**src/iostk_pkg.sv**
```systemverilog
// Shared types and constants for the indexed object stack.
// No dependencies; imported by every module of the block.
package iostk_pkg;

  localparam int DepthDef = 1024;
  localparam int DataW    = 64;
  localparam int IdxW     = 10;
  localparam int CmdW     = 3;
  localparam int StW      = 2;
  localparam int DnW      = 11;

  typedef enum logic [CmdW-1:0] {
    CMD_PUSH   = 3'd0,
    CMD_POP    = 3'd1,
    CMD_RD_TOP = 3'd2,
    CMD_RD_BOT = 3'd3,
    CMD_WR_TOP = 3'd4,
    CMD_WR_BOT = 3'd5
  } cmd_t;

  localparam logic [StW-1:0] ST_OK    = 2'd0;
  localparam logic [StW-1:0] ST_UNDER = 2'd1;
  localparam logic [StW-1:0] ST_OVER  = 2'd2;

  // Memory access strobe from control to store
  typedef struct packed {
    logic en;
    logic we;
  } mem_ctl_t;

  // Per-item result fields, minus the data word
  typedef struct packed {
    logic [StW-1:0] status;
    logic [DnW-1:0] depth_now;
    logic           rd;
  } res_t;

endpackage

```
**src/iostk_ctrl.sv**
```systemverilog
// Stack control: element count, command decode, bounds checks, slot address.
// Depends on iostk_pkg; drives the iostk_mem access port.
module iostk_ctrl #(
  parameter int DEPTH  = iostk_pkg::DepthDef,
  parameter int ADDR_W = $clog2(DEPTH)
) (
  input  logic                        clk,
  input  logic                        rst_n,
  input  logic                        fire,
  input  logic [iostk_pkg::CmdW-1:0]  cmd,
  input  logic [iostk_pkg::IdxW-1:0]  index,
  output iostk_pkg::mem_ctl_t         mem_ctl,
  output logic [ADDR_W-1:0]           mem_addr,
  output iostk_pkg::res_t             res
);
  import iostk_pkg::*;

  localparam int CNT_W = $clog2(DEPTH + 1);
  localparam int CMP_W = (CNT_W > IdxW) ? CNT_W : IdxW;
  localparam int EXT_W = (CNT_W > DnW) ? CNT_W : DnW;

  logic [CNT_W-1:0] count_r, count_nxt;
  logic [CMP_W-1:0] idx_ext, cnt_cmp, slot_top;
  logic [EXT_W-1:0] cnt_ext;
  logic             in_range, full, empty;
  logic [StW-1:0]   status;
  logic             acc, wr;

  assign idx_ext  = CMP_W'(index);
  assign cnt_cmp  = CMP_W'(count_r);
  assign in_range = idx_ext < cnt_cmp;
  assign slot_top = cnt_cmp - CMP_W'(1) - idx_ext;
  assign full     = count_r == CNT_W'(DEPTH);
  assign empty    = count_r == '0;

  always_comb begin
    count_nxt = count_r;
    status    = ST_OK;
    acc       = 1'b0;
    wr        = 1'b0;
    mem_addr  = '0;
    unique case (cmd_t'(cmd)) inside
      CMD_PUSH: begin
        if (full) begin
          status = ST_OVER;
        end else begin
          acc       = 1'b1;
          wr        = 1'b1;
          mem_addr  = count_r[ADDR_W-1:0];
          count_nxt = count_r + CNT_W'(1);
        end
      end
      CMD_POP: begin
        if (empty) begin
          status = ST_UNDER;
        end else begin
          acc       = 1'b1;
          count_nxt = count_r - CNT_W'(1);
          mem_addr  = count_nxt[ADDR_W-1:0];
        end
      end
      CMD_RD_TOP, CMD_RD_BOT, CMD_WR_TOP, CMD_WR_BOT: begin
        if (!in_range) begin
          status = ST_UNDER;
        end else begin
          acc = 1'b1;
          wr  = (cmd_t'(cmd) == CMD_WR_TOP) || (cmd_t'(cmd) == CMD_WR_BOT);
          if ((cmd_t'(cmd) == CMD_RD_TOP) || (cmd_t'(cmd) == CMD_WR_TOP)) begin
            mem_addr = slot_top[ADDR_W-1:0];
          end else begin
            mem_addr = idx_ext[ADDR_W-1:0];
          end
        end
      end
      default: status = ST_UNDER;
    endcase
  end

  assign cnt_ext       = EXT_W'(count_nxt);
  assign mem_ctl.en    = fire && acc;
  assign mem_ctl.we    = wr;
  assign res.status    = status;
  assign res.depth_now = cnt_ext[DnW-1:0];
  assign res.rd        = acc && !wr;

  always_ff @(posedge clk) begin
    if (!rst_n) begin
      count_r <= '0;
    end else if (fire) begin
      count_r <= count_nxt;
    end
  end

`ifndef SYNTHESIS
  a_cnt_bound: assert property (@(posedge clk) disable iff (!rst_n)
    count_r <= CNT_W'(DEPTH))
    else $error("element count beyond capacity");

  a_cnt_hold: assert property (@(posedge clk) disable iff (!rst_n)
    !fire |=> $stable(count_r))
    else $error("element count moved without an item");

  a_push_inc: assert property (@(posedge clk) disable iff (!rst_n)
    fire && (cmd == CMD_PUSH) && !full |=> count_r == $past(count_r) + CNT_W'(1))
    else $error("push did not grow the stack");

  a_acc_ok: assert property (@(posedge clk) disable iff (!rst_n)
    mem_ctl.en |-> status == ST_OK)
    else $error("store accessed by a failing item");

  a_fail_keep: assert property (@(posedge clk) disable iff (!rst_n)
    fire && (status != ST_OK) |=> count_r == $past(count_r))
    else $error("failing item changed the count");
`endif

endmodule

```
**config.mk**
```make
export PLATFORM = sky130hd
export DESIGN_NAME = iostk_ctrl
export DESIGN_NICKNAME = d
export VERILOG_FILES = /design/src/iostk_pkg.sv /design/src/iostk_ctrl.sv
export SDC_FILE = /design/constraint.sdc
export NUM_CORES = 1
export LEC_CHECK = 0
export BUFFER_PORTS_ARGS = -buffer_cell sky130_fd_sc_hd__buf_2
export CORE_MARGIN = 4
export CORE_UTILIZATION = 51
export DETAILED_ROUTE_END_ITERATION = 8
export PLACE_DENSITY = 0.77
export SYNTH_ARGS = -nofsm -noshare
export SYNTH_HDL_FRONTEND = slang
export SYNTH_SLANG_ARGS = --single-unit
```
**constraint.sdc**
```tcl
create_clock -name clk -period 3.3 [get_ports clk]
set_clock_uncertainty 0.2 [all_clocks]
set_input_delay 0.33 -clock clk [delete_from_list [all_inputs] [get_ports clk]]
set_output_delay 0.33 -clock clk [all_outputs]
set_load 0.005 [all_outputs]
```
* After elaboration in Yosys (flattened, before gate mapping)
Index checks and enable logic that the tools add are counted.
** Storage, ports and cells
- Bits in registers :: 11
- Input port bits :: 16
- Output and inout bits :: 26
- Word-level logic and storage cells :: 37
** Operators by class
- $add $sub $neg :: 3
- Magnitude comparators :: 1
- Eq/ne operators :: 6
- Multiplexer cells :: 18
- Reduce and logical (&&, ||, !) cells :: 8
** Operators by type and width (count)
- 2-to-1 mux 10 bit :: 4
- one-hot mux 10 bit (3 select lines) :: 1
- 2-to-1 mux 11 bit :: 2
- one-hot mux 11 bit (2 select lines) :: 1
- adder 11 x 1 -> 11 bit, second input constant :: 1
- equality test 11 bit, second input constant :: 1
- zero test 11 bit :: 1
- less-than comparator 10 x 11 -> 1 bit :: 1
- subtractor 11 x 1 -> 11 bit, second input constant :: 1
- subtractor 10 bit :: 1
- equality test 3 x 2 -> 1 bit, second input constant :: 2
- equality test 3 bit, second input constant :: 2
- 2-to-1 mux 1 bit :: 6
- one-hot mux 2 bit (3 select lines) :: 1
- OR reduction 4 bit :: 1
- equality test 3 x 1 -> 1 bit, second input constant :: 1
- zero test 3 bit :: 1
- one-hot mux 1 bit (3 select lines) :: 1
- logical AND 1 bit :: 2
- logical OR 1 bit :: 2
- 2-to-1 mux 2 bit :: 1
- one-hot mux 1 bit (2 select lines) :: 1
- zero test 1 bit :: 1

* Logic depth before layout (Yosys ltp)
- Depth in word-level cells :: 6
- Depth in mapped cells :: 12
- Gate-level depth less buffers :: 12

* Least setup slack after synthesis
No wires, ideal clock.
- Path type :: reg2out
- Start :: register count_r[0] (netlist: cnt_cmp[0])
- End :: output port mem_addr[9]
- Arrival :: 2.737 ns
- Required time :: 2.770 ns
- Slack :: 0.033 ns
- Cell stages (with the launch flop) :: 12
- Path buffers :: 0
- Cells stage by stage :: dfxtp_1 -> inv_1 -> ha_1 -> or3b_4 -> nor3_4 -> xnor2_1 -> ha_1 -> a21oi_1 -> o21ai_0 -> or3_1 -> a211o_1 -> nand3_1
** On the way
- Longest elaborated chain between the ends :: 5
- Elaborated cells on any way between the ends :: 10
- Those cells by class :: 2 x add/sub; 1 x order compare; 1 x eq/ne; 5 x mux; 1 x reduce/logical
** Ends and longest elaborated chain
- from (decl) :: line iostk_ctrl.sv:22 : logic [CNT_W-1:0] count_r, count_nxt;
- from (signal assigned) :: line iostk_ctrl.sv:90 : count_r <= count_nxt;
- subtractor 11 x 1 -> 11 bit :: line iostk_ctrl.sv:58 : count_nxt = count_r - CNT_W'(1);
- subtractor 10 bit :: line iostk_ctrl.sv:32 : assign slot_top = cnt_cmp - CMP_W'(1) - idx_ext;
- 2-to-1 mux 10 bit :: line iostk_ctrl.sv:68 : if ((cmd_t'(cmd) == CMD_RD_TOP) || (cmd_t'(cmd) == CMD_WR_TOP)) begin
- 2-to-1 mux 10 bit :: line iostk_ctrl.sv:63 : if (!in_range) begin
- one-hot mux 10 bit (3 select lines) (*) :: line iostk_ctrl.sv:42 : unique case (cmd_t'(cmd)) inside
- to (decl) :: line iostk_ctrl.sv:13 : output logic [ADDR_W-1:0] mem_addr,
Every way passes the cells marked *; elsewhere a longest branch is shown, timed or not.

* Final worst setup path
- Start :: register count_r[1] (netlist: cnt_cmp[1])
- End :: output port mem_addr[9]
The elaborated chain is that of the path after synthesis.

==> metrics.txt <==
Post-synth EDFFs 0; Synth warnings 0; Worst Path Max Fanout 4; status finished with violations; crit-path cells or4_4 -> nor2_4 -> xnor2_2 -> ha_1 -> a21o_1 -> a21oi_2 -> o21ai_1 -> or3_1 -> a211o_1 -> nand3_1 -> buf_2; utilization after layout 72.16%; Post-Synth XOR/XNOR Area 6.059%; Diodes inserted 0; Hold/Removal Path Class in2reg; failing checks negative setup slack; layout cells sized above 1 35.17%; area occupied by multi-input gates 1931 um^2; peak supply drop 0.2413 mV; Synth Area per Inst 7.017 um^2; Achievable Freq 0.2955 GHz; gpl congestion 1.017; Synth area leaders ha_1, dfxtp_1, a21oi_1; Port Buffers 41; Bufs on Longest Clock Path 2; synthesized area 2168 um^2; Distinct cells, synth 61; synthesized instance count 309; effective utilization at floorplan 53.44%; Die ar. 5359 um^2; critical path startpoint category flop; Post-Synth Simple-Gate Area 25.10%; period utilisation layout 102.6%; crit path buf inv count 1; RSZ-0062 raised after global routing yes; global route overflow 0; Core ar. 4058 um^2; Worst Path Arrival 2850 ps; main combinational cell family by area after synthesis compound AO/OA/AOI/OAI gates; R2R Setup Slk 640 ps; Synth top area share 13.27%; largest net degree at the start of global routing 18; Post-route DRC 0; ys flop type dfxtp_1; fin crit period 3384 ps; Top delay family on crit path simple AND/OR/NAND/NOR gates; vias in the first global route 2547; Worst path depth 11; Worst Max-Slew Pin Slew 564.5 ps; Final Hold Vio Count 0; setup ws final -84.43 ps; filler cell count in the final layout 310; placed insts 415; GRT Total Usage 27.83%; drt total wl 7557 um; Worst slew margin 62.23%; FP Rows 23; CP Data Required Time 2770 ps; later-pin clock latency in the skew report 240 ps; io pins 42; post-synthesis mux area share 2.366%; first-pass GRT wire length 11940 um; leading area contributor after synthesis ha_1; DR vias/cell 6.429; pwr dens 306.3 nW/um^2; worst r2r dst cnt_cmp[1]; drt first-iter violations 308; Post-Synth Adder-Cell Area 14.20%; clk root buf clkbuf_8; CTS Buf Count 3; register area share after synthesis 10.16%; FF/Latch Area 227.7 um^2; RR Startpoint cnt_cmp[1]; Max H-tree Level 1; Hold Path End cnt_cmp[10]; Slew Viols, Final 0; Final nets 422; hold-critical path depth 2; critical hold path startpoint rst_n; CTS tree built; synth-to-layout area growth 35.03%; ys async rst share 0%; pre-CTS setup slack 22.67 ps; max-cap violations 0; initial antenna violation count 0; die width 73.21 um; Critical-path top delay cell or4_4; CP Capture Type output port; Mapped Nets 349; leakage 1.361 nW; # setup viols final 3; TritonRoute pass-1 iters 5; drt wl/cell 17.53 um; kind of critical path reg2out; chip height 73.21 um; #FFs+latches synth 11; Sink Count 11; total number of vias 2771; FF-to-FF path depth 10; commonest non-fill, non-tap cells in the layout buf_2, buf_4, inv_1; DPL Wire Length 5557 um; Synth Area in Compound Gates 33.24%; total negative slack -137.6 ps; max FFs per register 11; Reg clk slew, reported paths 50 ps; fin cells 431; remaining antenna violation count 0; Worst path max stage delay 550 ps
[cell usage after synthesis (2+ instances only)]
cell type	number
or2_2	4
xnor2_1	13
a211o_1	3
clkbuf_1	8
xor2_1	2
nor3_1	11
inv_1	27
and3_1	4
a211oi_1	2
nand3_1	8
buf_2	7
a21o_1	2
nor2_1	24
o2111ai_1	2
and2_1	3
nand2b_1	2
dfxtp_1	11
buf_4	2
nor2b_1	4
a22oi_1	5
or3_1	3
a31oi_1	6
o22ai_1	2
nand4_1	7
o211a_1	3
or4_1	2
o221ai_1	4
o211ai_1	4
o31ai_1	4
mux2i_1	4
ha_1	23
a21oi_1	27
o21a_1	4
nand2_1	20
o21ai_0	26
[layer usage]
| metal | track usage [%] | routed length, um | vias to the layer above | part of all wire, % |
|---|---|---|---|---|
| met5 | 0 | 0 | - | 0 |
| li1 | - | - | 1294 | - |
| met4 | 9.631 | 124 | 0 | 1.6 |
| met3 | 1.791 | 553 | 15 | 7.3 |
| met1 | 37.30 | 3149 | 1315 | 42 |
| met2 | 46.77 | 3729 | 147 | 49 |
[worst max path at each step]
stage                          start     endpoint  slack [ps]
final                     cnt_cmp[1]  mem_addr[9]         -80
after global routing      cnt_cmp[1]  mem_addr[9]        -140
after CTS                 cnt_cmp[1]  mem_addr[9]         -70
after detailed placement  cnt_cmp[1]  mem_addr[9]          20
after global placement    cnt_cmp[1]  mem_addr[9]          60
after floorplan           cnt_cmp[0]  mem_addr[9]          30
[power by group]
| part | internal [mW] | switching [mW] | leakage [nW] | total, mW |
|---|---|---|---|---|
| Combinational | 0.298 | 0.313 | 1.25 | 0.611 |
| Sequential | 0.138 | 0.00888 | 0.0916 | 0.147 |
| Clock | 0.0851 | 0.0539 | 0.0228 | 0.139 |
| Total | 0.521 | 0.376 | 1.36 | 0.897 |
[layout make-up]
type                       count  area share, %
multi-input combinational    253          65.94
sequential                    11          7.778
timing repair buffer          86          19.06
tap                           50          2.137
clock buffer                   4          1.538
inverter                      27          3.547
[metrics by stage]
stage | power (mW) | cell area, um^2 | hold slack, ps
after global placement | 0.6224 | 2592 | 369.4
after detailed placement | 0.6333 | 2592 | 378.4
after CTS | 0.8192 | 2771 | 174.2
after global routing | 0.9619 | 2928 | 187.3
final | 0.8969 | 2928 | 178.9
after floorplan | 0.4589 | 2168 | 224.7
[logic make-up (layout without fill, tap and decap cells)]
logic type               Yosys count  after routing
buffers and inverters             45            117
flip-flops                        11             11
AO/OA/AOI/OAI                    108            108
XOR/XNOR                          15             15
adder cells (fa/ha/maj)           24             24
AND/OR/NAND/NOR                  101            101
multiplexers                       5              5
[repair_timing]
action,in CTS,in global routing
endpoints found under the setup margin,6,11
resized for setup,24,25
pin swaps,15,15
buffers inserted,6,6
hold buffers,0,0
[worst register-to-register path: stages, from the launching register on]
cell and delay (ps):
dfxtp_4 360, inv_4 70, ha_4 140, or3b_4 410
nor3_4 150, buf_4 130, buf_4 140, a31o_1 420
nor2_2 70, a211o_1 300, o21ba_1 170
Power figures use the tool's default switching activity.
